## src/sv/assert_macros.svh

```systemverilog
// Shared assertion macros for the IMU low-pass block.
`ifndef ASSERT_MACROS_SVH
`define ASSERT_MACROS_SVH

// Condition must never hold while out of reset.
`define ASSERT_NEVER(LBL, CK, RSTN, COND, MSG) \
	LBL: assert property (@(posedge CK) disable iff (!RSTN) !(COND)) else $error(MSG);

// Antecedent implies consequent in the same cycle.
`define ASSERT_IMPLY(LBL, CK, RSTN, ANT, CONS) \
	LBL: assert property (@(posedge CK) disable iff (!RSTN) (ANT) |-> (CONS)) else $error("implication failed");

`endif

```

## src/sv/imulp_pkg.sv

```systemverilog
`timescale 1ns / 1ps
`default_nettype none

package imulp_pkg;

	localparam int CHANNELS   = 6;
	localparam int CH_W       = $clog2(CHANNELS);
	localparam int NUM_REGS   = 7;
	localparam int CFG_IDX_W  = 3;
	localparam int CFG_DATA_W = 24;
	localparam int GAIN_W     = 23;
	localparam int COEF_W     = 24;
	localparam int INT_W      = 32;
	localparam int ACC_W      = 64;
	// internal scale: sample * 2^(STATE_TOP - SAMPLE_BITS), two guard bits
	localparam int STATE_TOP  = 30;
	localparam int OWED_W     = 2;

	localparam logic [CH_W-1:0]   LAST_CH   = CH_W'(CHANNELS - 1);
	localparam logic [OWED_W-1:0] OWED_MAX  = OWED_W'(2);
	localparam logic [INT_W-1:0]  INT_MAX_V = {1'b0, {(INT_W-1){1'b1}}};
	localparam logic [INT_W-1:0]  INT_MIN_V = {1'b1, {(INT_W-1){1'b0}}};

	localparam logic [GAIN_W-1:0] RST_GAIN = GAIN_W'(1002900);
	localparam logic [COEF_W-1:0] RST_B0   = COEF_W'(84234);
	localparam logic [COEF_W-1:0] RST_B1   = COEF_W'(168468);
	localparam logic [COEF_W-1:0] RST_B2   = COEF_W'(84234);
	localparam logic [COEF_W-1:0] RST_A1   = COEF_W'(-6547407);
	localparam logic [COEF_W-1:0] RST_A2   = COEF_W'(2689918);

	typedef enum logic [CFG_IDX_W-1:0] {
		REG_FILTER_MODE = 3'd0,
		REG_SMOOTH_GAIN = 3'd1,
		REG_COEF_B0     = 3'd2,
		REG_COEF_B1     = 3'd3,
		REG_COEF_B2     = 3'd4,
		REG_COEF_A1     = 3'd5,
		REG_COEF_A2     = 3'd6
	} cfg_reg_t;

	typedef enum logic {
		MODE_FIRST_ORDER = 1'b0,
		MODE_BIQUAD      = 1'b1
	} filter_mode_t;

	typedef struct packed {
		filter_mode_t      mode;
		logic [GAIN_W-1:0] gain;
		logic [COEF_W-1:0] b0;
		logic [COEF_W-1:0] b1;
		logic [COEF_W-1:0] b2;
		logic [COEF_W-1:0] a1;
		logic [COEF_W-1:0] a2;
	} coef_t;

	// one channel operation moving down the pipeline
	typedef struct packed {
		logic            valid;
		logic [CH_W-1:0] ch;
		logic            seed;
		logic            last;
	} op_ctl_t;

endpackage

`default_nettype wire

```

## src/sv/imulp_seq.sv

```systemverilog
`timescale 1ns / 1ps
`default_nettype none
`include "assert_macros.svh"

module imulp_seq
	import imulp_pkg::*;
#(
	parameter int SAMPLE_BITS = 16
) (
	input  logic                          clk,
	input  logic                          arst_n,
	input  logic                          in_valid,
	output logic                          in_ready,
	input  logic signed [SAMPLE_BITS-1:0] in_sample [CHANNELS],
	input  logic                          cfg_clear,
	input  logic                          deliver,
	output op_ctl_t                       iss,
	output logic signed [SAMPLE_BITS-1:0] iss_x
);

	logic signed [SAMPLE_BITS-1:0] pend_q [CHANNELS];
	logic                          pend_v_q;
	logic                          pend_seed_q;
	logic                          primed_q;
	logic [CH_W-1:0]               ch_q;
	logic [OWED_W-1:0]             owed_q;
	logic                          issue;
	logic                          last;
	logic                          start;
	logic                          accept;

	// hold a new request back at channel zero while two results are still owed
	always_comb begin
		last      = (ch_q == LAST_CH);
		issue     = pend_v_q && ((ch_q != '0) || (owed_q < OWED_MAX));
		start     = issue && (ch_q == '0);
		in_ready  = !pend_v_q || (issue && last);
		accept    = in_valid && in_ready;
		iss.valid = issue;
		iss.ch    = ch_q;
		iss.seed  = pend_seed_q;
		iss.last  = last;
		iss_x     = pend_q[ch_q];
	end

	always_ff @(posedge clk or negedge arst_n) begin
		if (!arst_n) begin
			pend_v_q <= 1'b0;
			primed_q <= 1'b0;
			ch_q     <= '0;
			owed_q   <= '0;
		end else begin
			if (accept) begin
				pend_v_q <= 1'b1;
			end else if (issue && last) begin
				pend_v_q <= 1'b0;
			end
			if (issue) begin
				ch_q <= last ? '0 : ch_q + 1'b1;
			end
			if (cfg_clear) begin
				primed_q <= 1'b0;
			end else if (accept) begin
				primed_q <= 1'b1;
			end
			if (start && !deliver) begin
				owed_q <= owed_q + 1'b1;
			end else if (!start && deliver) begin
				owed_q <= owed_q - 1'b1;
			end
		end
	end

	always_ff @(posedge clk) begin
		if (accept) begin
			pend_q      <= in_sample;
			pend_seed_q <= !primed_q;
		end
	end

	`ASSERT_NEVER(a_owed_bound, clk, arst_n, owed_q > OWED_MAX, "owed result count above two")
	`ASSERT_IMPLY(a_mid_item_data, clk, arst_n, ch_q != '0, pend_v_q)

endmodule

`default_nettype wire

```

## config.mk

```make
export PLATFORM = sky130hd
export DESIGN_NAME = imulp_seq
export DESIGN_NICKNAME = d
export VERILOG_FILES = /design/src/sv/imulp_pkg.sv /design/src/sv/imulp_seq.sv
export VERILOG_INCLUDE_DIRS = /design/src /design/src/sv
export SDC_FILE = /design/constraint.sdc
export NUM_CORES = 1
export LEC_CHECK = 0
export BUFFER_PORTS_ARGS = -buffer_cell sky130_fd_sc_hd__buf_2
export CAP_MARGIN = 20
export CORE_UTILIZATION = 53
export CTS_BUF_LIST = sky130_fd_sc_hd__clkbuf_4 sky130_fd_sc_hd__clkbuf_8
export CTS_CLUSTER_SIZE = 8
export DETAILED_ROUTE_END_ITERATION = 6
export PLACE_DENSITY = 0.82
export REMOVE_ABC_BUFFERS = 1
export SLEW_MARGIN = 25
export SYNTH_ARGS = -nofsm -noshare
export SYNTH_HDL_FRONTEND = slang
export SYNTH_SLANG_ARGS = --single-unit
```

## constraint.sdc

```tcl
create_clock -name clk -period 3.99 [get_ports clk]
set_input_delay 0.399 -clock clk [delete_from_list [all_inputs] [get_ports clk]]
set_output_delay 0.399 -clock clk [all_outputs]
set_load 0.02 [all_outputs]
```

== Word-level counts from Yosys, hierarchy flattened ==
Cells that the tools add are included.

* Equal/unequal tests: 1
* Add/subtract/negate cells: 3
* Muxes and demuxes: 10
* $lt $le $gt $ge: 2
* Bitwise logic cells: 1
* Reductions and logical operators: 17

{| class="wikitable"
|+ Operators by type and width
! cell !! number
|-
| 16-bit binary-select mux with 3-bit select || 1
|-
| 16-bit 2-to-1 mux || 2
|-
| 1-bit logical AND || 6
|-
| 2-bit nonzero test || 3
|-
| 4-bit greater-or-equal comparator, second input constant || 1
|-
| 1-bit zero test || 4
|-
| 1-bit 2-to-1 mux || 4
|-
| 2-bit 2-to-1 mux || 2
|-
| 3-bit NOT with 4-bit output || 1
|-
| 3-bit by 1-bit adder with 3-bit output, second input constant || 1
|-
| 3-bit equality test, second input constant || 1
|-
| 3-bit zero test || 1
|-
| 3-bit 2-to-1 mux || 1
|-
| 3-bit nonzero test || 1
|-
| 2-bit by 1-bit adder with 2-bit output, second input constant || 1
|-
| 1-bit logical OR || 2
|-
| 2-bit less-than comparator, second input constant || 1
|-
| 2-bit by 1-bit subtractor with 2-bit output, second input constant || 1
|}

* Output and inout port bits: 23
* Register bits: 104
* Word-level logic and storage cells: 45

== Longest topological paths before layout ==
* Depth in word-level cells: 8
* Mapped depth: 10
* Gate-level depth less buffers: 8

== Worst setup path before layout ==
OpenSTA, ideal clock, no wires.

* Kind: register to register
* Start point: register ch_q[0]
* End point: register pend_q[0] (netlist name) (enable)
* Arrival: 3540 ps
* Period minus slack after synthesis: 4006 ps
* Path slack: -16 ps
* Buffers on the path: 2
* Stages on the path, launching flop included: 6
* Cells stage by stage: dfrtp_1 buf_2 and3b_1 buf_2 nand2b_1 and2_1

* Cells in the longest elaborated chain, start to end: 6
* Elaborated cells between the ends (all ways): 7
* Those cells by class: eq/ne: 1; reduce/logical: 6

{| class="wikitable"
|+ Ends and longest elaborated chain
! what !! RTL line !! text
|-
| start: declaration || imulp_seq.sv:25 || <nowiki>logic [CH_W-1:0] ch_q;</nowiki>
|-
| start signal: assignment || imulp_seq.sv:59 || <nowiki>ch_q <= last ? '0 : ch_q + 1'b1;</nowiki>
|-
| 3-bit nonzero test || imulp_seq.sv:35 || <nowiki>issue = pend_v_q && ((ch_q != '0) || (owed_q < OWED_MAX));</nowiki>
|-
| 1-bit logical OR || imulp_seq.sv:35 ||
|-
| 1-bit logical AND || imulp_seq.sv:35 ||
|-
| 1-bit logical AND (*) || imulp_seq.sv:37 || <nowiki>in_ready = !pend_v_q || (issue && last);</nowiki>
|-
| 1-bit logical OR (*) || imulp_seq.sv:37 ||
|-
| via in_ready || imulp_seq.sv:13 || <nowiki>output logic in_ready,</nowiki>
|-
| 1-bit logical AND (*) || imulp_seq.sv:38 || <nowiki>accept = in_valid && in_ready;</nowiki>
|-
| via accept || imulp_seq.sv:30 || <nowiki>logic accept;</nowiki>
|-
| end signal: assignment || imulp_seq.sv:76 || <nowiki>pend_q <= in_sample;</nowiki>
|-
| end: declaration || imulp_seq.sv:21 || <nowiki>logic signed [SAMPLE_BITS-1:0] pend_q [CHANNELS];</nowiki>
|}

The timed path passes the listed nets; every way through them passes the cells marked *.
A chain may end at the register's enable or synchronous reset.

== Worst setup path after layout ==
* Start point: register ch_q[1]
* End point: output port iss_x[11]

* Cells in the longest elaborated chain, start to end: 4

{| class="wikitable"
|+ Ends and longest elaborated chain
! what !! RTL line !! text
|-
| 3-bit NOT with 4-bit output (not written as such) || imulp_seq.sv:43 || <nowiki>iss_x = pend_q[ch_q];</nowiki>
|-
| 16-bit binary-select mux with 3-bit select || imulp_seq.sv:43 ||
|-
| 16-bit 2-to-1 mux (not written as such) (2 in series) || imulp_seq.sv:43 ||
|-
| end: declaration || imulp_seq.sv:18 || <nowiki>output logic signed [SAMPLE_BITS-1:0] iss_x</nowiki>
|}

Every way passes these cells. The select of a mux whose other input is x is not followed.

==> metrics.md <==
| Metric | Value |
|---|---|
| Critical Path Sink Type | primary output |
| DIE AREA | just over 0.008 mm² |
| Clk root buf | clkbuf_8 |
| Yosys warnings | 0 |
| Cell Rows | 31 |
| Crit-path cells | or2_1 -> o22ai_1 -> nand2b_1 -> a22o_1 -> buf_2 |
| Share of the synthesized area in the top cell type | a little over two thirds |
| Layout cell share with drive strength beyond 1 | a little over two fifths |
| Area contributors post-synth | edfxtp_1, dfrtp_1, mux2i_1 |
| Most frequent cells in the layout | buf_2, edfxtp_1, o22ai_1, nand2b_1, mux2i_1 |
| Max-slew headroom | about two fifths |
| Final min period | 2.85 ns |
| Cell area after synthesis | around 0.0041 mm² |
| Yosys reg bits | around 100 |
| CTS Buf Count | 9 |
| CP Max Fanout | 17 |
| Fmax | approximately 350 MHz |
| # H-tree levels | 3 |
| Synthesized netlist cell count | 243 |
| Hold-fix buffers, CTS | 1 |
| Final worst setup slack | between 1 and 1.5 ns |
| Sequential area share after synthesis | about three quarters |
| IO buf count | between 100 and 150 |
| Routed wire length | 7940 µm |
| Area Overhead vs Synth | 21.2% |
| Placer Congestion | between 0.7 and 0.8 |
| Final Max Tran Viols | 0 |
| Pwr Density | about 700 mW/mm² |
| Critical-path cell with the highest stage delay | or2_1 |
| Area leader, netlist | edfxtp_1 |
| Static leakage | ~2.0 nW |
| Hold_ws | 0.185 ns |
| Vias in the first global route | ~2500 |
| R2r endpoint | pend_q[29] |
| Sum Neg Setup Slack | 0 ns |
| DIE HEIGHT | around 90 µm |
| Tot Pwr | 3.49 mW |
| Io pins | between 100 and 150 |
| Syn_area_per_cell | ~17 µm² |
| Actual slew at the worst max-slew pin | between 0.9 and 1 ns |
| Initial Utilization | 56.0% |
| Post-CTS sizing | 0 |
| Max Cap Viol | 0 |
| CTS max path bufs | 2 |
| Top sig layer | met5 |
| Post-CTS Setup Inserts | 0 |
| R2r setup slk | ~1.4 ns |
| HP Start | cfg_clear |
| Critical Path AT | about 2.5 ns |
| Vias | 2539 |
| Total Routing Usage GR | approximately a fifth |
| Synth cell types | 28 |
| Placeable Area | around 0.0074 mm² |
| Crit-path max cell delay | 0.79 ns |
| RSZ-0062 raised after global routing | false |
| Drt first pass iters | 4 |
| DP Wirelength | between 5000 and 6000 µm |
| VDD IR max | between 400 and 500 µV |
| Antenna Cells | 0 |
| Clock transition at path regs | approximately 0.09 ns |
| DR DRC count | 0 |
| Die Span X | 90.5 µm |
| Status | complete, no violations |
| Met3 Routed Length | around 630 µm |
| Most common cell after layout, fill and taps aside | buf_2 |
| Initial drt markers | approximately 190 |
| Crit Path Category | flip-flop to primary output |
| Worst slack at placement | about 1.3 ns |
| Initial antenna violation count | 1 |
| Vias per std cell | roughly 5.4 |
| Startpoint types | flip-flop |
| Per-cell routed wire length | ~17 µm |
| Worst min-delay path class | input pin to flip-flop |
| Met2 WL post-DR | around 3900 µm |
| Worst path required time | around 3.6 ns |
| Final net count | 465 |
| Worst reg2reg path depth | 5 |
| Fin crit share | 71.4% |
| Met1 WL | approximately 3300 µm |
| Clk Latency, worst-skew pair | about 0.35 ns |
| Remaining global-route overflow | 0 |
| First-pass GRT wire length | between 10000 and 15000 µm |
| TritonCTS clock tree | yes |
| # setup viols final | 0 |
| Hold EP | primed_q |
| Worst reg2reg path startpoint | ch_q[2] |
| Worst Skew | ~0.0073 ns |
| Hold Crit Depth | 2 |
| Final Hold Vio Count | 0 |
| Largest net degree at the start of global routing | 55 |
| Post-route ant nets | 0 |
| Clock Sinks | 104 |
-- layout make-up --
type                       instances  area [µm²]
clock inverter                     7        80.1
tap                               99         124
inverter                           3        11.3
fill                             519        2380
timing repair buffer             129         676
sequential                       104        3090
clock buffer                       9         124
multi-input combinational        116         925
-- through the flow --
step | util (%) | cell area [µm²] | cells
6_report | 67.9 | 5030 | 467
3_3_place_gp | 65.0 | 4810 | 450
4_1_cts | 67.9 | 5030 | 467
5_1_grt | 67.9 | 5030 | 467
3_5_place_dp | 65.0 | 4810 | 450
2_1_floorplan | - | 4020 | 223
-- cell usage after synthesis --
cell type / instances
buf_6: 2
inv_1: 3
clkbuf_1: 5
and2_1: 2
nand2b_1: 18
xnor2_1: 1
nor2_1: 4
o21ai_0: 2
o22ai_1: 21
a21boi_2: 1
a22o_1: 15
ha_1: 1
nand2_1: 3
buf_8: 1
mux2_2: 1
buf_1: 1
dfrtp_1: 7
mux4_2: 1
buf_2: 6
a21boi_0: 15
mux2i_1: 16
o22ai_2: 9
edfxtp_1: 97
buf_4: 5
and3b_1: 1
xor2_1: 3
a21oi_1: 1
or2_1: 1
-- sequential cells by signal, indices dropped and copies added (netlist names) --
name and count:
primed_q 1, pend_v_q 1, pend_q 96, ch_q 3, pend_seed_q 1, owed_q 2
-- worst max-delay path: cells and delay by family, from the launching register on --
kind | cells | cell delay, ns
AO/OA/AOI/OAI | 2 | 0.35
buffers and inverters | 1 | 0.16
flip-flops | 1 | 0.68
AND/OR/NAND/NOR | 2 | 0.91
-- power breakdown --
group / internal [mW] / total (mW) / switching [mW]
logic: 0.539 / 1.34 / 0.801
clock network: 0.298 / 0.653 / 0.355
registers: 1.40 / 1.49 / 0.0879
-- worst max-delay path by stage --
stage	from	to	slack (ns)
5_1_grt	ch_q[1]	iss_x[11]	0.87
2_1_floorplan	ch_q[0]	pend_q[0]	-0.68
3_5_place_dp	ch_q[2]	pend_q[21]	1.34
3_3_place_gp	ch_q[1]	owed_q[1]	1.44
4_1_cts	ch_q[1]	iss_x[7]	0.95
6_report	ch_q[1]	iss_x[11]	1.14
-- per-layer routing --
metal | vias up | global-route usage, %
li1 | 1186 | -
met1 | 1202 | 25.1
met2 | 138 | 33.1
met3 | 11 | 7.41
met4 | 2 | 4.30
met5 | - | 0
-- kinds of logic after synthesis --
group	synth area share, %
DFF	74.4
AOI/OAI and AO/OA	12.4
and+or+nand+nor	4.01
buffers and inverters	3.35
muxes	4.67
xor gates and xnor gates	0.845
adders and majority gates	0.302
Power figures use the tool's default switching activity.
