--- config.mk ---
export PLATFORM = sky130hd
export DESIGN_NAME = imulp_out
export DESIGN_NICKNAME = d
export VERILOG_FILES = /design/src/sv/imulp_pkg.sv /design/src/sv/imulp_out.sv
export VERILOG_INCLUDE_DIRS = /design/src /design/src/sv
export SDC_FILE = /design/constraint.sdc
export NUM_CORES = 1
export LEC_CHECK = 0
export BUFFER_PORTS_ARGS = -buffer_cell sky130_fd_sc_hd__clkbuf_2
export CELL_PAD_IN_SITES_DETAIL_PLACEMENT = 0
export CELL_PAD_IN_SITES_GLOBAL_PLACEMENT = 2
export CORE_ASPECT_RATIO = 1.2
export CORE_MARGIN = 1
export CORE_UTILIZATION = 40
export CTS_CLUSTER_SIZE = 25
export DETAILED_ROUTE_END_ITERATION = 8
export PLACE_DENSITY_LB_ADDON = 0.25
export SLEW_MARGIN = 10
export SYNTH_ARGS = -nofsm -noshare
export SYNTH_HDL_FRONTEND = slang
export SYNTH_SLANG_ARGS = --single-unit
--- constraint.sdc ---
create_clock -name clk -period 6.6 [get_ports clk]
set_input_delay 0.33 -clock clk [delete_from_list [all_inputs] [get_ports clk]]
set_output_delay 0.33 -clock clk [all_outputs]
set_load 0.1 [all_outputs]
--- src/sv/assert_macros.svh ---
// Shared assertion macros for the IMU low-pass block.
`ifndef ASSERT_MACROS_SVH
`define ASSERT_MACROS_SVH

// Condition must never hold while out of reset.
`define ASSERT_NEVER(LBL, CK, RSTN, COND, MSG) \
	LBL: assert property (@(posedge CK) disable iff (!RSTN) !(COND)) else $error(MSG);

// Antecedent implies consequent in the same cycle.
`define ASSERT_IMPLY(LBL, CK, RSTN, ANT, CONS) \
	LBL: assert property (@(posedge CK) disable iff (!RSTN) (ANT) |-> (CONS)) else $error("implication failed");

`endif

--- src/sv/imulp_pkg.sv ---
`timescale 1ns / 1ps
`default_nettype none

package imulp_pkg;

	localparam int CHANNELS   = 6;
	localparam int CH_W       = $clog2(CHANNELS);
	localparam int NUM_REGS   = 7;
	localparam int CFG_IDX_W  = 3;
	localparam int CFG_DATA_W = 24;
	localparam int GAIN_W     = 23;
	localparam int COEF_W     = 24;
	localparam int INT_W      = 32;
	localparam int ACC_W      = 64;
	// internal scale: sample * 2^(STATE_TOP - SAMPLE_BITS), two guard bits
	localparam int STATE_TOP  = 30;
	localparam int OWED_W     = 2;

	localparam logic [CH_W-1:0]   LAST_CH   = CH_W'(CHANNELS - 1);
	localparam logic [OWED_W-1:0] OWED_MAX  = OWED_W'(2);
	localparam logic [INT_W-1:0]  INT_MAX_V = {1'b0, {(INT_W-1){1'b1}}};
	localparam logic [INT_W-1:0]  INT_MIN_V = {1'b1, {(INT_W-1){1'b0}}};

	localparam logic [GAIN_W-1:0] RST_GAIN = GAIN_W'(1002900);
	localparam logic [COEF_W-1:0] RST_B0   = COEF_W'(84234);
	localparam logic [COEF_W-1:0] RST_B1   = COEF_W'(168468);
	localparam logic [COEF_W-1:0] RST_B2   = COEF_W'(84234);
	localparam logic [COEF_W-1:0] RST_A1   = COEF_W'(-6547407);
	localparam logic [COEF_W-1:0] RST_A2   = COEF_W'(2689918);

	typedef enum logic [CFG_IDX_W-1:0] {
		REG_FILTER_MODE = 3'd0,
		REG_SMOOTH_GAIN = 3'd1,
		REG_COEF_B0     = 3'd2,
		REG_COEF_B1     = 3'd3,
		REG_COEF_B2     = 3'd4,
		REG_COEF_A1     = 3'd5,
		REG_COEF_A2     = 3'd6
	} cfg_reg_t;

	typedef enum logic {
		MODE_FIRST_ORDER = 1'b0,
		MODE_BIQUAD      = 1'b1
	} filter_mode_t;

	typedef struct packed {
		filter_mode_t      mode;
		logic [GAIN_W-1:0] gain;
		logic [COEF_W-1:0] b0;
		logic [COEF_W-1:0] b1;
		logic [COEF_W-1:0] b2;
		logic [COEF_W-1:0] a1;
		logic [COEF_W-1:0] a2;
	} coef_t;

	// one channel operation moving down the pipeline
	typedef struct packed {
		logic            valid;
		logic [CH_W-1:0] ch;
		logic            seed;
		logic            last;
	} op_ctl_t;

endpackage

`default_nettype wire

--- src/sv/imulp_out.sv ---
`timescale 1ns / 1ps
`default_nettype none
`include "assert_macros.svh"

module imulp_out
	import imulp_pkg::*;
#(
	parameter int SAMPLE_BITS = 16
) (
	input  logic                          clk,
	input  logic                          arst_n,
	input  op_ctl_t                       res,
	input  logic signed [SAMPLE_BITS-1:0] res_sample,
	output logic                          out_valid,
	input  logic                          out_ready,
	output logic signed [SAMPLE_BITS-1:0] out_sample [CHANNELS]
);

	logic signed [SAMPLE_BITS-1:0] asm_q [CHANNELS];
	logic signed [SAMPLE_BITS-1:0] asm_next [CHANNELS];
	logic signed [SAMPLE_BITS-1:0] out_q [CHANNELS];
	logic                          asm_full_q;
	logic                          out_valid_q;
	logic                          out_free;
	logic                          done_now;
	logic                          move_asm;

	always_comb begin
		out_free = !out_valid_q || out_ready;
		done_now = res.valid && res.last;
		move_asm = asm_full_q && out_free;
	end

	// assembled set including the channel that arrives this cycle
	always_comb begin
		asm_next = asm_q;
		if (res.valid) begin
			asm_next[res.ch] = res_sample;
		end
	end

	always_ff @(posedge clk or negedge arst_n) begin
		if (!arst_n) begin
			asm_full_q  <= 1'b0;
			out_valid_q <= 1'b0;
		end else begin
			if (done_now) begin
				if (out_free) begin
					out_valid_q <= 1'b1;
				end else begin
					asm_full_q <= 1'b1;
				end
			end else if (move_asm) begin
				out_valid_q <= 1'b1;
				asm_full_q  <= 1'b0;
			end else if (out_ready) begin
				out_valid_q <= 1'b0;
			end
		end
	end

	always_ff @(posedge clk) begin
		if (res.valid) begin
			asm_q[res.ch] <= res_sample;
		end
		if (done_now && out_free) begin
			out_q <= asm_next;
		end else if (move_asm) begin
			out_q <= asm_q;
		end
	end

	assign out_valid  = out_valid_q;
	assign out_sample = out_q;

	`ASSERT_NEVER(a_asm_overrun, clk, arst_n, res.valid && asm_full_q, "result arrived while assembly buffer full")

endmodule

`default_nettype wire

# Word level (Yosys, flattened, before mapping)
# Cells that the tools add are included.
# word_totals
regBits	194
input_bits	25
out_inout_bits	97
wordCells	43
# classes
magnitude_cmp	2
n_eq_ne	2
n_mux	13
bitwise_logic	1
reduce_logical	11
# ops
op	count
$mux W96	3
$bwmux W96	1
$demux W16 S3	1
$mux W16	1
$mux W1	7
$ge A4 B4 Y1 const B	1
$logic_and A1 B1 Y1	4
$lt A4 B1 Y1 const B	1
$ne A2 B2 Y1 const B	2
$not A3 Y4	1
$reduce_and A2 Y1	2
$reduce_bool A2 Y1	2
$reduce_bool A3 Y1	1
$logic_not A1 Y1	1
$logic_or A1 B1 Y1	1

# Longest topological paths before layout
# Gate-level depths: netlist (run 1).
# logic_depth
word_depth	8
mapped_depth	6
depth_no_buf	3

# Worst setup path after synthesis (run 1)
# OpenSTA, ideal clock, no wires.
# synth_timing
path_kind	register to register
startpoint	register out_valid_q (netlist: out_valid)
endpoint	register out_q, in the netlist out_sample[0], enable pin
setup_ns	0.551
t_arrival_ns	5.248
required_time_ns	6.049
path_slack_ns	0.801
stages_incl_launch_ff	4
path_buffers	1
period_less_slack_ns	5.799
cell_sequence	dfrtp_1 nor2b_1 buf_2 nor2_1
# synth_via
elab_chain_len	4
word_cells_on_any_way	5
classes_between	5 x reduce/logical
# synth_rtl
element	line	source
start, declared	imulp_out.sv:23	logic out_valid_q;
start signal, assigned	imulp_out.sv:45	out_valid_q <= 1'b0;
start signal, assigned	imulp_out.sv:49	out_valid_q <= 1'b1;
start signal, assigned	imulp_out.sv:54	out_valid_q <= 1'b1;
$logic_not A1 Y1 *	imulp_out.sv:29	out_free = !out_valid_q || out_ready;
$logic_or A1 B1 Y1 *	imulp_out.sv:29	
$logic_and A1 B1 Y1, on equally long branches	imulp_out.sv:31, imulp_out.sv:66	
$reduce_bool A2 Y1 (no line) *	-	
end signal, assigned	imulp_out.sv:67	out_q <= asm_next;
end signal, assigned	imulp_out.sv:69	out_q <= asm_q;
end, declared	imulp_out.sv:21	logic signed [SAMPLE_BITS-1:0] out_q [CHANNELS];
# Every way passes the cells marked *; elsewhere a longest branch is shown, timed or not.
# A chain may end at the register's enable or synchronous reset.

# Worst setup path after layout (run 1)
# layout_timing
startpoint	register out_valid_q (netlist: out_valid)
endpoint	register out_q, in the netlist out_sample[84], enable pin
# The elaborated chain is that of the path after synthesis.

==> run metrics, run 1 <==
Post-Synth Adder-Cell Area 0%; Clock transition at path regs about 0.070 ns; Fill cells about 1.6k; WL final roughly 14,000 um; area grow syn2layout 18.2%; DRT Pass-1 Iters 4; Fmax achieved between 300 and 400 MHz; DRC 0; vias in the first global route just over 4k; dpl ws 3.76 ns; Avg Cell Area, Syn 16.8 um2; #FFs+latches synth between 150 and 200; dominant combinational cell family by area after synthesis multiplexers; die outline height between 150 and 200 um; routed len/inst between 15 and 20 um; RSZ-0062 raised after global routing false; number of synthesized flops with an enable pin 96; flop-to-flop setup slack roughly 4.0 ns; Synth Cell Area ~7400 um2; core footprint ~18,000 um2; clk buf depth 2; CTS buffer count 17; # Post-CTS Setup Buffers 0; largest net degree at the start of global routing between 70 and 80; synthesized-area fraction occupied by and/or/nand/nor cells 2.89%; antenna cell count 0; crit-path cells nor2b_1, buf_4, nor2_4, buf_4; Slew Limit Fails 0; sequential share of the synthesized area between 60% and 70%; endpoint type of the worst setup path register; cell mode on critical path buf_4; # port buffers 120; final setup vio count 0; post-synthesis compound-gate area fraction 0.135%; leakage power 3.40 nW; H-Tree Depth 4; hold_sp res[0]; gr ovfl total 0; DP HPWL between 9000 and 10,000 um; CTS root buf clkbuf_16; Final min period approximately 2.6 ns; TritonCTS clock tree yes; Worst-Margin Slew ~1.0 ns; startpoint type of the worst setup path register; GRT Util Overall 15.7%; hold path depth 3; Reg-to-Reg Start out_valid$_DFFE_PN0P_; post-synth cell types 20; CP Class reg -> reg; post-synthesis xor/xnor area fraction 0%; cell count after synthesis 440; first-pass GRT wire length 22,200 um; crit-path max FO between 70 and 80; Post-synth top flop edfxtp_1; DRT iter0 DRCs 179; # rows 54; vias post-DR around 3.9k; Sink Count roughly 190; CP arrival 2.67 ns; post-synth net total 465; Max stage delay cell, worst path buf_4; final hold vios 0; status finished clean; setup_tns 0 ns; Final period util between 30 and 40%; Die Footprint 19,100 um2; Peak supply drop approximately 170 uV; RR Endpoint out_sample[84]$_DFFE_PP_; FFs w/ async S/R, synth 1.03%; Die Span X 126 um; antenna violations before repair 0; vias per inst 4.99; Initial Util ~41%; CP Data Required Time ~6.6 ns; io pins approximately 120; share of cells above drive strength 1 61.9%; mux contribution to synthesized area between 20 and 30%; Post-DRT Antenna Nets 0; RePlAce Congestion ~0.75; Cell Pwr Density just under 400 nW/um2; hold worst-path end out_valid$_DFFE_PN0P_; Clock Skew between 0.009 and 0.01 ns; Final WS setup 3.97 ns; headroom to the max-slew limit 30.1%; Crit path largest cell delay between 0.8 and 0.9 ns; HP Class in -> reg; MaxCap Viol Count 0; worst r2r path cells 4; yosys warns 0; Final nets between 500 and 600; Worst-Skew Late Latency between 0.4 and 0.5 ns
## cells in the mapped netlist, types with 2 or more instances
| master | count | area share [%] |
|---|---|---|
| dfxtp_1 | 96 | 26 |
| edfxtp_1 | 96 | 39 |
| dfrtp_1 | 2 | 0.68 |
| and4bb_2 | 3 | 0.51 |
| nor3_2 | 2 | 0.27 |
| nor2_1 | 2 | 0.10 |
| buf_4 | 5 | 0.51 |
| clkbuf_1 | 18 | 0.91 |
| buf_2 | 10 | 0.68 |
| nor3b_4 | 4 | 1.0 |
| nand2_1 | 2 | 0.10 |
| mux2_1 | 12 | 1.8 |
| mux2_2 | 180 | 27 |
| nand4b_2 | 2 | 0.41 |
## cells by family (layout without fill, tap and decap cells)
family,count (synthesis),count (layout)
AND/OR/NAND/NOR,18,18
buffers and inverters,34,158
AO/OA/AOI/OAI,2,2
flip-flops,194,194
multiplexers,192,192
## flip-flops by register name, indices dropped and copies added (netlist names)
name        flops
asm_q          96
out_sample     96
out_valid       1
asm_full_q      1
## critical path, delay by kind of cell (launching register included)
| kind | cells | cell delay [ns] |
|---|---|---|
| buffers and inverters | 2 | 1.05 |
| flip-flops | 1 | 0.37 |
| AND/OR/NAND/NOR | 2 | 0.73 |
## layer usage
layer | vias to the layer above | routed length, um | part of all wire, % | track usage, %
li1 | 1855 | - | - | -
met1 | 1947 | 6090 | 43 | 18.9
met2 | 110 | 7050 | 50 | 26.7
met3 | 22 | 669 | 4.8 | 3.99
met4 | 0 | 262 | 1.9 | 6.87
met5 | - | 0 | 0 | 0
## metrics by stage
stage               hold slack, ns  power, mW  util [%]  cell area [um2]  instances
finish                       0.204       3.46      48.2             8750        788
global route                 0.204       3.59      48.2             8750        788
CTS                          0.189       3.49      48.2             8750        788
detailed placement           0.121       2.48      44.9             8170        755
global placement             0.116       2.46      44.9             8170        755
floorplan                   0.0344       2.38         -             7410        440
## worst max path at each step
stage | startpoint | end | cells past startpoint
floorplan | out_valid$_DFFE_PN0P_ | out_sample[0]$_DFFE_PP_ | 3
global placement | res[2] | out_sample[25]$_DFFE_PP_ | 4
detailed placement | res[2] | out_sample[30]$_DFFE_PP_ | 4
CTS | out_valid$_DFFE_PN0P_ | out_sample[20]$_DFFE_PP_ | 4
global route | out_valid$_DFFE_PN0P_ | out_sample[84]$_DFFE_PP_ | 4
finish | out_valid$_DFFE_PN0P_ | out_sample[84]$_DFFE_PP_ | 4
## placed cells by master, fill, tap and decap left out
master / Yosys / layout
o21ai_0: 1 / 1
nand2b_1: 1 / 1
inv_6: 0 / 3
dlygate4sd3_1: 0 / 1
mux2_1: 12 / 12
a21oi_1: 1 / 1
dfxtp_1: 96 / 96
nand2_1: 2 / 2
nand4b_2: 2 / 2
nor4b_4: 1 / 1
clkbuf_2: 0 / 120
nor2_4: 0 / 1
clkinv_4: 0 / 2
nor2b_1: 1 / 1
nor3b_4: 4 / 4
nor3_2: 2 / 2
clkbuf_1: 18 / 1
clkinv_2: 0 / 6
and4bb_2: 3 / 3
clkbuf_8: 0 / 1
nor2_1: 2 / 1
clkbuf_16: 0 / 17
mux2_2: 180 / 180
edfxtp_1: 96 / 96
bufinv_16: 0 / 2
buf_4: 5 / 5
dfrtp_1: 2 / 2
## final cells by class
cell class                 instances  area [um2]  share of cell area (%)
timing repair buffer             126         648                    7.40
multi-input combinational        212        2390                    27.3
clock buffer                      19         443                    5.06
sequential                       194        4850                    55.5
clock inverter                    13         134                    1.53
tap                              224         280                    3.20
## where the power goes
group	internal (mW)	switching [mW]
sequential	1.52	0.0807
clock	0.569	0.440
combinational	0.236	0.610
total	2.33	1.13
## repair_timing
| action | in CTS | in global routing |
|---|---|---|
| gates resized for setup | 0 | 0 |
| hold buffers | 1 | 0 |
| endpoints found under the hold margin | 2 | 0 |
(Power assumes the default switching activity.)
==> run 2: changes to the inputs <==
ABC_AREA = 1   (was not set)
CORE_UTILIZATION = 31   (was 40)
clock period = 2.4 ns   (was 6.6 ns; I/O delays follow)
==> run 2 against run 1 <==
Count of clock-buffer cells in the layout shrank 1. Sequential share of layout area decreased by 6.3 points. Power grew to 2.7 times the previous value. Register-to-register slack worse by 3.3 ns. Via count is 61% higher. Non-clock buffer count is 17 higher. Die area rose by 44%. Routed wire length rose by 59%. Cell area grew 13%. First-iteration DRC count rose by 100%. Utilization is 11 points lower. Critical path depth rose by 3.
==> run metrics, run 2 <==
Final period util around 73%; area leader, netlist edfxtp_1; GRT Util Overall 17.0%; cell count after synthesis 954; core footprint 26,400 um2; Bufs and invs on worst path 3; Slew Limit Fails 0; Cell Pwr Density roughly 950 nW/um2; Sw Share 36.4%; RSZ-0062 raised after global routing false; flop-to-flop setup slack 0.65 ns; hold path depth 4; number of synthesized flops with an enable pin 96; Post-DP Area slightly above 9000 um2; Reg-to-Reg Start out_valid$_DFFE_PN0P_; HP Class in -> reg; Die Span X 151 um; crit-path cells inv_2, nor2_2, nor2_4, inv_2, buf_12, nand2_1, nand2_1; dpl cells ~1.4k; Die Footprint 27,500 um2; post-synth cell types 19; WL final approximately 22,000 um; Comb power frac ~26%; DRT Pass-1 Iters 4; Crit path max-delay family buffers and inverters; Non-Filler Instances 1,419; area grow syn2layout 18.9%; DP HPWL between 10,000 and 15,000 um; startpoint type of the worst setup path register; gr ovfl total 0; H-Tree Depth 4; CTS buffer count 17; most frequent cells in the layout nand2_1 (293), nand3_1 (192), clkbuf_2 (120); first-pass GRT wire length about 34,000 um; final hold vios 0; antenna violations before repair 0; Clock transition at path regs about 0.07 ns; yosys warns 0; CP Class reg -> reg; status finished clean; leakage power ~4.7 nW; hold worst-path end asm_full_q$_DFFE_PN0P_; Sink Count approximately 190; top-area cell type share of the netlist area a little over a third; final setup vio count 0; #FFs+latches synth around 190; share of cells above drive strength 1 17.5%; largest net degree at the start of global routing 97; most common cell after layout, fill and taps aside nand2_1; headroom to the max-slew limit between 60% and 70%; Post-synth top flop edfxtp_1; # port buffers 120; FFs w/ async S/R, synth just over 1%; DRT iter0 DRCs about 360; routed len/inst between 15 and 20 um; vias in the first global route between 6k and 7k; Area contributors post-synth edfxtp_1 (35%), dfxtp_1 (23%), nand2_1 (13%); vias per inst between 4 and 5; dpl ws roughly 0.65 ns; TritonCTS clock tree yes; Post-DRT Antenna Nets 0; internal power ~6.0 mW; antenna cell count 0; Worst-Skew Late Latency 0.44 ns; MaxCap Viol Count 0; CP arrival roughly 2.1 ns; count leader, synth nand2_1; commonest cells in the netlist nand2_1 (293), nand3_1 (192), inv_1 (116); vias post-DR 6,331; net switching power between 3 and 4 mW; clk buf depth 2; Final nets ~1.1k; crit-path max FO 47; Initial Util 31.5%; Clock power frac between 20% and 30%; sequential share of the synthesized area about three fifths; hold_sp out_ready; Design Area, Final roughly 10000 um2; Final min period roughly 1.7 ns; endpoint type of the worst setup path register; Max stage delay cell, worst path dfrtp_4; worst r2r path cells 7; Crit path largest cell delay just over 0.4 ns; Worst-Margin Slew 0.592 ns; worst hold slack ~0.078 ns; Fmax achieved around 570 MHz; post-synth net total 979; RR Endpoint out_sample[48]$_DFFE_PP_; Avg Cell Area, Syn 8.71 um2; CP Data Required Time about 2.7 ns; Final Power 9.43 mW; die outline height ~180 um; Clock Skew 0.0110 ns; io pins around 120; CTS root buf clkbuf_16; crit path launch out_valid$_DFFE_PN0P_; # rows 65; Synth Cell Area ~8300 um2; Peak supply drop ~300 uV; DRC 0; Reg power frac ~45%; Final WS setup between 0.6 and 0.7 ns; Fill cells 2,767; RePlAce Congestion about 0.7
-- run 2: kinds of logic (layout without fill, tap and decap cells) --
group           after synthesis  after routing  share of synthesized area [%]
compound gates                2              2                          0.120
flops                       194            194                           58.4
simple gates                593            593                           33.1
buf+inv                     165            295                           8.37
-- run 2: timing repair --
item                      4_1_cts  5_1_grt
hold buffers                    2        0
resized for setup               0        0
hold endpoints to repair        2        0
buffers inserted                0        0
-- run 2: final cells by class --
cell class | instances | area [um2] | area share [%]
clock inverters | 14 | 123 | 1.24
clock buffers | 18 | 429 | 4.34
well taps | 335 | 419 | 4.24
multi-input cells | 595 | 2780 | 28.1
repair buffers | 143 | 828 | 8.38
flip-flops and latches | 194 | 4860 | 49.2
inverters | 120 | 450 | 4.56
-- run 2: worst min-delay path: cells and delay by family --
family,cells,cell delay (ns)
AOI/OAI and AO/OA,1,0.15
buffers and inverters,2,0.13
and+or+nand+nor,1,0.07
-- run 2: per-layer routing --
layer	global-route usage, %	part of all wire [%]	vias up
met3	2.84	3.6	16
li1	-	-	3261
met1	23.2	47	2917
met4	5.00	1.5	0
met2	27.4	48	137
met5	0	0	-
-- run 2: power by group through the flow --
stage | clock [mW] | combinational [mW] | sequential [mW]
finish | 2.74 | 2.44 | 4.25
global route | 2.95 | 2.67 | 4.30
CTS | 2.83 | 2.47 | 4.25
detailed placement | 0 | 2.46 | 4.32
global placement | 0 | 2.44 | 4.32
floorplan | 0 | 0.948 | 5.40
-- run 2: per-stage QoR --
stage | setup TNS, ns | utilization [%]
2_1_floorplan | -35.01 | -
3_3_place_gp | 0 | 35.3
3_5_place_dp | 0 | 35.3
4_1_cts | 0 | 37.5
5_1_grt | 0 | 37.5
6_report | 0 | 37.5
-- run 2: how the worst max path moves through the flow --
stage / endpoint / cells after the start / slack [ns]
floorplan: out_sample[0]$_DFFE_PP_ / 3 / -0.36
global placement: out_sample[60]$_DFFE_PP_ / 7 / 0.62
detailed placement: out_sample[48]$_DFFE_PP_ / 7 / 0.65
CTS: out_sample[48]$_DFFE_PP_ / 7 / 0.62
global route: out_sample[60]$_DFFE_PP_ / 7 / 0.51
finish: out_sample[48]$_DFFE_PP_ / 7 / 0.65
