$ cat src/sv/assert_macros.svh
// Shared assertion macros for the IMU low-pass block.
`ifndef ASSERT_MACROS_SVH
`define ASSERT_MACROS_SVH

// Condition must never hold while out of reset.
`define ASSERT_NEVER(LBL, CK, RSTN, COND, MSG) \
	LBL: assert property (@(posedge CK) disable iff (!RSTN) !(COND)) else $error(MSG);

// Antecedent implies consequent in the same cycle.
`define ASSERT_IMPLY(LBL, CK, RSTN, ANT, CONS) \
	LBL: assert property (@(posedge CK) disable iff (!RSTN) (ANT) |-> (CONS)) else $error("implication failed");

`endif

$ cat src/sv/imulp_ram.sv
`timescale 1ns / 1ps
`default_nettype none

module imulp_ram #(
	parameter int WIDTH = 8,
	parameter int DEPTH = 4,
	localparam int AW = $clog2(DEPTH)
) (
	input  logic             clk,
	input  logic             we,
	input  logic [AW-1:0]    waddr,
	input  logic [WIDTH-1:0] wdata,
	input  logic [AW-1:0]    raddr,
	output logic [WIDTH-1:0] rdata
);

	logic [WIDTH-1:0] mem_q [DEPTH];
	logic [WIDTH-1:0] rdata_q;

	always_ff @(posedge clk) begin
		if (we) begin
			mem_q[waddr] <= wdata;
		end
		rdata_q <= mem_q[raddr];
	end

	assign rdata = rdata_q;

endmodule

`default_nettype wire

$ cat config.mk
export PLATFORM = sky130hd
export DESIGN_NAME = imulp_ram
export DESIGN_NICKNAME = d
export VERILOG_FILES = /design/src/sv/assert_macros.svh /design/src/sv/imulp_ram.sv
export SDC_FILE = /design/constraint.sdc
export NUM_CORES = 1
export LEC_CHECK = 0
export BUFFER_PORTS_ARGS = -buffer_cell sky130_fd_sc_hd__buf_2
export CAP_MARGIN = 20
export CORE_UTILIZATION = 33
export CTS_CLUSTER_DIAMETER = 150
export DETAILED_ROUTE_END_ITERATION = 7
export GPL_TIMING_DRIVEN = 0
export PLACE_DENSITY = 0.55
export SLEW_MARGIN = 30
export SYNTH_ARGS = -nofsm -noshare
export SYNTH_HDL_FRONTEND = slang
export SYNTH_SLANG_ARGS = --single-unit
$ cat constraint.sdc
create_clock -name clk -period 1.2 [get_ports clk]
set_input_delay 0.06 -clock clk [delete_from_list [all_inputs] [get_ports clk]]
set_output_delay 0.06 -clock clk [all_outputs]
set_load 0.01 [all_outputs]
### Yosys cells after proc, flatten, opt, wreduce, memory -nomap -nowiden

Memories as Yosys holds them, arrays and structs flattened. A register that Yosys moved wholly into a read port is not among the register bits.
Cells that the tools add are included.

* register bits after elaboration: 0
* RAM bits: 32
* input bits: 14
* output and inout bits: 8
* logic and storage cells: 3
* memories: 1

Memories
* mem_q: depth 4, width 8, rd ports 1, clocked after memory_dff 1, wr ports 1, line imulp_ram.sv:17 `logic [WIDTH-1:0] mem_q [DEPTH];`

* mux-type cells: 2

Operators by type and width (count)
* $mux 1: 2

### Depth between registers and ports, before layout

Gate-level depths: netlist of the first run.

* depth in word-level cells: 2
* mapped depth: 2
* mapped depth without buffers: 1

### Worst setup path after synthesis of the first run

OpenSTA, ideal clock, no wires.

* kind: input -> register
* start point: in waddr[0]
* end point: mem mem_q[0][0] (enable)
* setup time: 0.385 ns
* data arrival time: 0.739 ns
* required time: 0.815 ns
* path slack: 0.076 ns
* stages on the path: 1
* buffers on the path: 0
* cells stage by stage: nor3b_1

RTL lines
* start: declaration: line imulp_ram.sv:11 `input logic [AW-1:0] waddr,`
* end: declaration: line imulp_ram.sv:17

Straight into the memory's write port.

### Final worst setup path of the first run

* start point: mem mem_q[1][2]
* end point: reg rdata_q[2], in the netlist rdata[2], read port of mem_q

RTL lines
* end: declaration: line imulp_ram.sv:18 `logic [WIDTH-1:0] rdata_q;`

No word-level cell between the ends.

==> results.md, run 1 <==
| Parameter | Reported | Unit |
|---|---|---|
| Achievable clock frequency | 1.04 | GHz |
| Worst-case vdd ir drop | 920 | µV |
| Number of rows created at floorplan | 22 | - |
| Min Tclk post-route | 0.958 | ns |
| Tightest Pin Transition | 0.458 | ns |
| First-pass GRT wire length | 3420 | µm |
| Post-synthesis average cell area | 25.0 | µm² |
| Buf+Inv Stages, Crit Path | 0 | - |
| Final number of max-transition violations | 0 | - |
| Cell-by-cell trace of the critical path | mux4_2 | - |
| Number of cells produced by synthesis | 54 | - |
| Startpoint-to-endpoint class of the critical path | reg -> reg | - |
| Required time worst endpoint | 1.37 | ns |
| Antenna violations before repair | 0 | - |
| Final Worst Setup Slack | 0.242 | ns |
| Number of clock sinks seen by CTS | 40 | - |
| Maximum number of pins on one net before global-route repair | 14 | - |
| Post-Place Cells | 122 | - |
| Final Hold Fails | 0 | - |
| Area inside the core boundary | 0.00380 | mm² |
| Count of routing violations after the opening detailed-route iteration | 17 | - |
| Routed length per instance | 15.5 | µm |
| CTS tree | built | - |
| Effective utilization at floorplan | 0.355 | - |
| Count of H-tree levels built during CTS | 2 | - |
| RSZ-0062 raised after global routing | false | - |
| Number of buffers created by CTS | 5 | - |
| Post-route clock skew | 0.00681 | ns |
| Worst-path cell with the longest stage delay | sky130_fd_sc_hd__mux4_2 | - |
| Design Power | 2.86 | mW |
| Horizontal extent of the die | 65.9 | µm |
| Maximum fanout along the worst path | 1 | - |
| Antenna diode count | 0 | - |
| Cell Area, Synth | 0.00135 | mm² |
| Leading cell types by total area after synthesis | sky130_fd_sc_hd__edfxtp_1 (71%), sky130_fd_sc_hd__mux4_2 (13%), sky130_fd_sc_hd__dfxtp_1 (12%) | - |
| Area taken by flip-flops and latches | 0.00112 | mm² |
| Startpoint Class | register | - |
| Total cell area at the placement stage | 0.00152 | mm² |
| Resized Gates After CTS | 0 | - |
| Nets | 103 | - |
| Die footprint | 0.00435 | mm² |
| Via total after detailed routing | 633 | - |
| Vias in the first global route | 673 | - |
| Number of port buffers | 19 | - |
| Post-route fraction of the period consumed by the critical path | 0.799 | - |
| Filler cell count in the final layout | 351 | - |
| Placer's final routability congestion estimate | 0.604 | - |
| Non-filler cells in the finished layout | 138 | - |
| Total of endpoints with negative setup slack in the final report | 0 | - |
| Vertical die dimension | 65.9 | µm |
| Register bit count reported by yosys | 40 | - |
| I/O pin total | 22 | - |
| Lkg Pwr | 0.613 | nW |
| Most frequent cells in the layout | sky130_fd_sc_hd__edfxtp_1 (32), sky130_fd_sc_hd__buf_2 (19), sky130_fd_sc_hd__mux4_2 (8), sky130_fd_sc_hd__dlygate4sd3_1 (8), sky130_fd_sc_hd__dfxtp_1 (8) | - |
| Cell at the root of the clock tree | sky130_fd_sc_hd__clkbuf_8 | - |
| Worst slack at placement | 0.0441 | ns |
| Total area of multi-input combinational cells | 216 | µm² |
| Total wire length | 2130 | µm |
| Fraction of layout cells with a size suffix above 1 | 0.433 | - |
| Clock Path Buffers | 2 | - |
| Latest clock arrival within the worst-skew pair | 0.29 | ns |
| Worst slew slack as a fraction of its limit | 0.694 | - |
| Power per cell area | 1670 | mW/mm² |
| Type of the worst min-delay path | in -> reg | - |
| Drt pass-1 iters | 2 | - |
| Count of different cell masters after synthesis | 8 | - |
| Growth of design area from synthesis to finish | 26.6 | % |
| Yosys warnings | 0 | - |
| Post-synth top area share | 0.712 | - |
| Cell type with the highest aggregate area in the netlist | sky130_fd_sc_hd__edfxtp_1 | - |
| Clock transition at the registers of the reported paths | 0.08 | ns |
| Global-route congestion overflow total | 0 | - |
| Post-route DRC violation count | 0 | - |
| Worst EP arrival | 1.13 | ns |
| Net count after synthesis | 68 | - |
| ANT nets after route | 0 | - |
| Tot GR Track Use | 0.120 | - |
| Kind of cell adding the most delay to the critical path | multiplexers | - |
| Most common cell after layout, fill and taps aside | sky130_fd_sc_hd__edfxtp_1 | - |
| Outcome | complete, no violations | - |
| Max_cap viols | 0 | - |
| Sequential-to-total area share from yosys stat | 0.831 | - |
| Critical path's largest stage delay | 0.46 | ns |
| Type of element capturing the critical path | register | - |
| Worst hold margin | 0.129 | ns |
| Post-DR vias/cell | 4.59 | - |
| Final std cell area, no fill | 0.00171 | mm² |
per-layer routing:
metal / up-vias / part of all wire / global-route usage
met5: - / 0 / 0
met4: 0 / 0.021 / 0.0638
met3: 7 / 0.055 / 0.0621
met2: 17 / 0.46 / 0.182
met1: 320 / 0.46 / 0.136
li1: 289 / - / -
cells in the mapped netlist (all sizes together):
library cell	count
edfxtp	32
dfxtp	8
mux4	8
and3b	2
and3	1
buf	1
clkbuf	1
nor3b	1
through the flow:
stage	util	setup TNS (ns)
2_1_floorplan	-	0
3_3_place_gp	0.396	-4.96
3_5_place_dp	0.399	0
4_1_cts	0.450	0
5_1_grt	0.450	0
6_report	0.450	0
registers in the layout (all words and copies together), names as in the netlist:
name	flops
mem_q	32
rdata	8
final timing paths:
| check | start | end | slack, ns | cells after the start |
|---|---|---|---|---|
| max reg2reg | mem_q[1][2]$_DFFE_PP_ | rdata[2]$_DFF_P_ | 0.24 | 1 |
| min reg2reg | mem_q[3][0]$_DFFE_PP_ | rdata[0]$_DFF_P_ | 0.56 | 1 |
| min | waddr[0] | mem_q[0][7]$_DFFE_PP_ | 0.13 | 2 |
| max | mem_q[1][2]$_DFFE_PP_ | rdata[2]$_DFF_P_ | 0.24 | 1 |
cell families (layout without fill, tap and decap cells):
| kind of cell | Yosys count | after routing | share of synthesized area |
|---|---|---|---|
| multiplexers | 8 | 8 | 0.134 |
| AND/OR/NAND/NOR | 4 | 4 | 0.0232 |
| flip-flops | 40 | 40 | 0.831 |
| buffers and inverters | 2 | 38 | 0.0121 |
repair_timing:
| action | CTS | global route |
|---|---|---|
| buffers inserted | 0 | 0 |
| hold buffers | 8 | 0 |
| hold endpoints to repair | 32 | 0 |
layout make-up:
cell class | count | area share
clock inverter | 3 | 0.0249
tap | 48 | 0.0352
sequential | 40 | 0.656
clock buffer | 5 | 0.0403
buffer | 2 | 0.00952
multi-input combinational | 12 | 0.127
timing repair buffer | 28 | 0.107
power breakdown:
group	total (mW)	switching (mW)	internal (mW)
registers	1.60	0.0174	1.58
logic	0.178	0.0815	0.0966
clock network	1.08	0.468	0.615
total	2.86	0.567	2.29
(Power assumes the default switching activity.)
==> run 2: changes to the inputs <==
- clock period: 1.2 -> 1 ns (I/O delays scaled with it)
==> results.md, run 2 (synthesis gave the netlist of run 1 again) <==
| Parameter | Reported | Unit |
|---|---|---|
| Tot GR Track Use | 0.115 | - |
| Count of routing violations after the opening detailed-route iteration | 23 | - |
| Vertical die dimension | 65.9 | µm |
| Start point of the worst min-delay path | raddr[0] | - |
| Total of endpoints with negative setup slack in the final report | 0 | - |
| Cell at the root of the clock tree | sky130_fd_sc_hd__clkbuf_8 | - |
| ANT nets after route | 0 | - |
| Number of port buffers | 19 | - |
| Post-route fraction of the period consumed by the critical path | 0.954 | - |
| RSZ-0062 raised after global routing | false | - |
| Endpoint, Worst Hold | rdata[0]$_DFF_P_ | - |
| Critical path's largest stage delay | 0.47 | ns |
| Non-filler cells in the finished layout | 137 | - |
| Total area of multi-input combinational cells | 216 | µm² |
| Total wire length | 2030 | µm |
| Worst hold path stage count | 2 | - |
| Startpoint Class | register | - |
| Fraction of layout cells with a size suffix above 1 | 0.393 | - |
| Outcome | complete, no violations | - |
| Worst slew slack as a fraction of its limit | 0.465 | - |
| Tightest Pin Transition | 0.799 | ns |
| Worst-case vdd ir drop | 960 | µV |
| Count of H-tree levels built during CTS | 2 | - |
| Startpoint-to-endpoint class of the critical path | reg -> reg | - |
| Post-CTS Setup Inserts | 0 | - |
| Post-route clock skew | 0.00507 | ns |
| Achievable clock frequency | 1.05 | GHz |
| Worst EP arrival | 1.12 | ns |
| Most common cell after layout, fill and taps aside | sky130_fd_sc_hd__edfxtp_1 | - |
| Startpoint of the worst-slack reg-to-reg timing path | mem_q[3][4]$_DFFE_PP_ | - |
| Maximum fanout along the worst path | 1 | - |
| Type of the worst min-delay path | in -> reg | - |
| Most flops, register | mem_q | - |
| Effective utilization at floorplan | 0.355 | - |
| Antenna violations before repair | 0 | - |
| Total negative slack | 0 | ns |
| Number of buffers created by CTS | 5 | - |
| Growth of design area from synthesis to finish | 23.7 | % |
| Max_cap viols | 0 | - |
| Placer's final routability congestion estimate | 0.593 | - |
| Final Worst Setup Slack | 0.0456 | ns |
| Worst slack at placement | -0.274 | ns |
| Area inside the core boundary | 0.00380 | mm² |
| Post-Place Cells | 121 | - |
| Cell-by-cell trace of the critical path | mux4_2 | - |
| Post-DR vias/cell | 4.51 | - |
| Max reg flops | 32 | - |
| Latest clock arrival within the worst-skew pair | 0.29 | ns |
| Number of clock sinks seen by CTS | 40 | - |
| Worst-path cell with the longest stage delay | sky130_fd_sc_hd__mux4_2 | - |
| Min Tclk post-route | 0.954 | ns |
| Reg2reg end | rdata[4]$_DFF_P_ | - |
| Die footprint | 0.00435 | mm² |
| Number of rows created at floorplan | 22 | - |
| Via total after detailed routing | 618 | - |
| Antenna diode count | 0 | - |
| Area taken by flip-flops and latches | 0.00112 | mm² |
| Vias in the first global route | 647 | - |
| Required time worst endpoint | 1.16 | ns |
| Drt pass-1 iters | 4 | - |
| Worst r2r path cells | 1 | - |
| Kind of cell adding the most delay to the critical path | multiplexers | - |
| Clock Path Buffers | 2 | - |
| Filler cell count in the final layout | 342 | - |
| Final number of max-transition violations | 0 | - |
| Clock transition at the registers of the reported paths | 0.07 | ns |
| Post-route DRC violation count | 0 | - |
| Type of element capturing the critical path | register | - |
| Final Hold Fails | 0 | - |
| Minimum setup slack among reg-to-reg paths | 0.05 | ns |
| Horizontal extent of the die | 65.9 | µm |
| Power per cell area | 1870 | mW/mm² |
| Maximum number of pins on one net before global-route repair | 12 | - |
| Routed length per instance | 14.8 | µm |
| Most frequent cells in the layout | sky130_fd_sc_hd__edfxtp_1 (32), sky130_fd_sc_hd__buf_2 (19), sky130_fd_sc_hd__mux4_2 (8), sky130_fd_sc_hd__dlygate4sd3_1 (8), sky130_fd_sc_hd__dfxtp_1 (8) | - |
| Buf+Inv Stages, Crit Path | 0 | - |
| I/O pin total | 22 | - |
| Lkg Pwr | 0.593 | nW |
| CTS tree | built | - |
| First-pass GRT wire length | 3290 | µm |
| Nets | 102 | - |
| Global-route congestion overflow total | 0 | - |
| Worst hold margin | 0.157 | ns |
## run 2: cell types whose count changed in the layout (fill, tap and decap cells not counted), sizes merged
cell / before / now
clkbuf: 6 / 8
buf: 21 / 20
bufinv: 1 / 0
clkinvlp: 1 / 0
## run 2: where the power goes
part | leakage (nW) | internal [mW] | switching [mW]
clock | 0.0399 | 0.485 | 0.503
sequential | 0.361 | 1.90 | 0.0204
combinational | 0.192 | 0.114 | 0.0967
## run 2: how the worst max path moves through the flow
stage | slack, ns | endpoint | depth (start not counted) | startpoint
after global routing | 0.004 | rdata[4]$_DFF_P_ | 1 | mem_q[3][4]$_DFFE_PP_
after floorplan | 0.09 | rdata[0]$_DFF_P_ | 1 | mem_q[3][0]$_DFFE_PP_
after detailed placement | -0.27 | mem_q[0][4]$_DFFE_PP_ | 2 | waddr[0]
after global placement | -0.25 | mem_q[0][4]$_DFFE_PP_ | 2 | waddr[0]
after CTS | 0.03 | rdata[2]$_DFF_P_ | 1 | mem_q[3][2]$_DFFE_PP_
final | 0.05 | rdata[4]$_DFF_P_ | 1 | mem_q[3][4]$_DFFE_PP_
## run 2: cell type report
type | instances | area share
Buffer | 2 | 0.00975
Clock buffer | 7 | 0.0457
Clock inverter | 1 | 0.00225
Multi-Input combinational cell | 12 | 0.130
Sequential cell | 40 | 0.672
Tap cell | 48 | 0.0360
Timing Repair Buffer | 27 | 0.105
## run 2: timing repair
item	in CTS	in global routing
resized for setup	0	0
endpoints found under the hold margin	32	0
hold buffers	8	0
## run 2: per-layer routing
metal,share of wire,GRT usage,vias up
li1,-,-,290
met1,0.46,0.144,304
met2,0.45,0.162,18
met3,0.058,0.0621,6
met4,0.024,0.0559,0
met5,0,0,-
## run 2: stage by stage
step | util | total power [mW] | instance area (µm²)
after floorplan | - | 2.05 | 1350
final | 0.439 | 3.12 | 1670
after global placement | 0.397 | 2.14 | 1510
after global routing | 0.439 | 3.27 | 1670
after detailed placement | 0.397 | 2.15 | 1510
after CTS | 0.439 | 3.16 | 1670
==> run 3: changes to the inputs <==
==> constraint.sdc (replaced) <==
create_clock -name clk -period 1 [get_ports clk]
set_input_delay 0.15 -clock clk [delete_from_list [all_inputs] [get_ports clk]]
set_output_delay 0.15 -clock clk [all_outputs]
set_load 0.01 [all_outputs]
==> results.md, run 3 (synthesis gave the netlist of run 1 again) <==
| Parameter | Reported | Unit |
|---|---|---|
| Startpoint of the worst-slack reg-to-reg timing path | mem_q[3][1]$_DFFE_PP_ | - |
| Post-route fraction of the period consumed by the critical path | 0.955 | - |
| First-pass GRT wire length | 3220 | µm |
| Net Sw Frac | 0.198 | - |
| Vertical die dimension | 65.9 | µm |
| Count of H-tree levels built during CTS | 2 | - |
| Kind of cell adding the most delay to the critical path | multiplexers | - |
| Antenna diode count | 0 | - |
| Cell-by-cell trace of the critical path | mux4_2 | - |
| Tightest Pin Transition | 0.542 | ns |
| Clock network fraction of design power | 0.318 | - |
| Startpoint Class | register | - |
| Total wire length | 1980 | µm |
| Number of clock sinks seen by CTS | 40 | - |
| Worst r2r path cells | 1 | - |
| Maximum number of pins on one net before global-route repair | 12 | - |
| Critical path depth | 1 | - |
| Growth of design area from synthesis to finish | 18.3 | % |
| Critical path's largest stage delay | 0.46 | ns |
| I/O pin total | 22 | - |
| Net switching component of the power | 0.613 | mW |
| Final Hold Fails | 0 | - |
| Required time worst endpoint | 1.16 | ns |
| Fraction of layout cells with a size suffix above 1 | 0.432 | - |
| Total negative slack | 0 | ns |
| Most common cell after layout, fill and taps aside | sky130_fd_sc_hd__edfxtp_1 | - |
| Post-DR vias/cell | 4.57 | - |
| Min Tclk post-route | 0.955 | ns |
| Number of buffers created by CTS | 5 | - |
| ANT nets after route | 0 | - |
| Buf+Inv Stages, Crit Path | 0 | - |
| Endpoint, Worst Hold | mem_q[0][5]$_DFFE_PP_ | - |
| Filler cell count in the final layout | 342 | - |
| Most frequent cells in the layout | sky130_fd_sc_hd__edfxtp_1 (32), sky130_fd_sc_hd__buf_2 (19), sky130_fd_sc_hd__mux4_2 (8), sky130_fd_sc_hd__dfxtp_1 (8), sky130_fd_sc_hd__clkbuf_8 (5) | - |
| Tot GR Track Use | 0.114 | - |
| Maximum fanout along the worst path | 1 | - |
| Antenna violations before repair | 0 | - |
| Max_cap viols | 0 | - |
| CTS tree | built | - |
| Non-filler cells in the finished layout | 129 | - |
| Final std cell area, no fill | 0.00160 | mm² |
| Cell-internal power | 2.48 | mW |
| Achievable clock frequency | 1.05 | GHz |
| Area inside the core boundary | 0.00380 | mm² |
| Placer's final routability congestion estimate | 0.593 | - |
| Sequential share of power | 0.620 | - |
| Clock Path Buffers | 2 | - |
| Horizontal extent of the die | 65.9 | µm |
| Total of endpoints with negative setup slack in the final report | 0 | - |
| Clock transition at the registers of the reported paths | 0.07 | ns |
| RSZ-0062 raised after global routing | false | - |
| Type of the worst min-delay path | in -> reg | - |
| Worst EP arrival | 1.12 | ns |
| Latest clock arrival within the worst-skew pair | 0.29 | ns |
| Post-Place Cells | 121 | - |
| Global-route congestion overflow total | 0 | - |
| Power per cell area | 1940 | mW/mm² |
| Number of port buffers | 19 | - |
| Post-route clock skew | 0.00563 | ns |
| Area taken by flip-flops and latches | 0.00112 | mm² |
| Final number of max-transition violations | 0 | - |
| Via total after detailed routing | 589 | - |
| Routed length per instance | 15.4 | µm |
| Minimum setup slack among reg-to-reg paths | 0.04 | ns |
| Most flops, register | mem_q | - |
| Die footprint | 0.00435 | mm² |
| Effective utilization at floorplan | 0.355 | - |
| Lkg Pwr | 0.563 | nW |
| Count of routing violations after the opening detailed-route iteration | 27 | - |
| Outcome | complete, no violations | - |
| Combinational fraction of design power | 0.061 | - |
| Reg2reg end | rdata[1]$_DFF_P_ | - |
| Cell at the root of the clock tree | sky130_fd_sc_hd__clkbuf_8 | - |
| Drt pass-1 iters | 4 | - |
| Start point of the worst min-delay path | wdata[5] | - |
| Nets | 94 | - |
| Vias in the first global route | 616 | - |
| Type of element capturing the critical path | register | - |
| Worst slew slack as a fraction of its limit | 0.638 | - |
| Total cell area at the placement stage | 0.00151 | mm² |
| Worst-path cell with the longest stage delay | sky130_fd_sc_hd__mux4_2 | - |
| Worst-case vdd ir drop | 960 | µV |
| Max reg flops | 32 | - |
| Startpoint-to-endpoint class of the critical path | reg -> reg | - |
| Worst hold path stage count | 1 | - |
| Number of rows created at floorplan | 22 | - |
| Total area of multi-input combinational cells | 223 | µm² |
| Post-route DRC violation count | 0 | - |
run 3: what timing repair did:
action                                  4_1_cts  5_1_grt
gates resized for setup                       1        0
hold buffers                                  0        0
endpoints found under the setup margin        8        0
setup buffers                                 0        0
run 3: area by class of cell:
type                            count  area share
Sequential cell                    40       0.703
Clock buffer                        7      0.0478
Tap cell                           48      0.0376
Buffer                              2      0.0102
Timing Repair Buffer               19      0.0596
Multi-Input combinational cell     12       0.140
Clock inverter                      1     0.00235
run 3: worst max path at each step:
stage	from	to
floorplan	waddr[0]	mem_q[0][0]$_DFFE_PP_
global placement	waddr[0]	mem_q[0][4]$_DFFE_PP_
detailed placement	waddr[0]	mem_q[0][4]$_DFFE_PP_
CTS	mem_q[3][2]$_DFFE_PP_	rdata[2]$_DFF_P_
global route	mem_q[3][4]$_DFFE_PP_	rdata[4]$_DFF_P_
finish	mem_q[3][1]$_DFFE_PP_	rdata[1]$_DFF_P_
run 3: layer usage:
metal  global-route usage  part of all wire  vias up
li1                     -                 -      274
met1                0.144              0.47      290
met2                0.156              0.44       18
met3               0.0621             0.062        7
met4               0.0559             0.024        0
met5                    0                 0        -
run 3: stage by stage:
stage	hold slack (ns)	utilization	worst slack, ns	total power, mW
3_5_place_dp	0.371	0.397	-0.374	2.15
6_report	0.0804	0.420	0.0448	3.09
3_3_place_gp	0.360	0.397	-0.347	2.14
5_1_grt	0.0669	0.420	0.00441	3.24
4_1_cts	0.0636	0.420	0.0286	3.14
2_1_floorplan	0.249	-	0.0633	2.05
run 3: power by group through the flow:
| stage | clock network, mW | registers (mW) | logic [mW] |
|---|---|---|---|
| 4_1_cts | 1.02 | 1.92 | 0.195 |
| 5_1_grt | 1.11 | 1.93 | 0.209 |
| 3_5_place_dp | 0 | 1.95 | 0.191 |
| 3_3_place_gp | 0 | 1.95 | 0.188 |
| 6_report | 0.983 | 1.92 | 0.190 |
| 2_1_floorplan | 0 | 1.97 | 0.0865 |
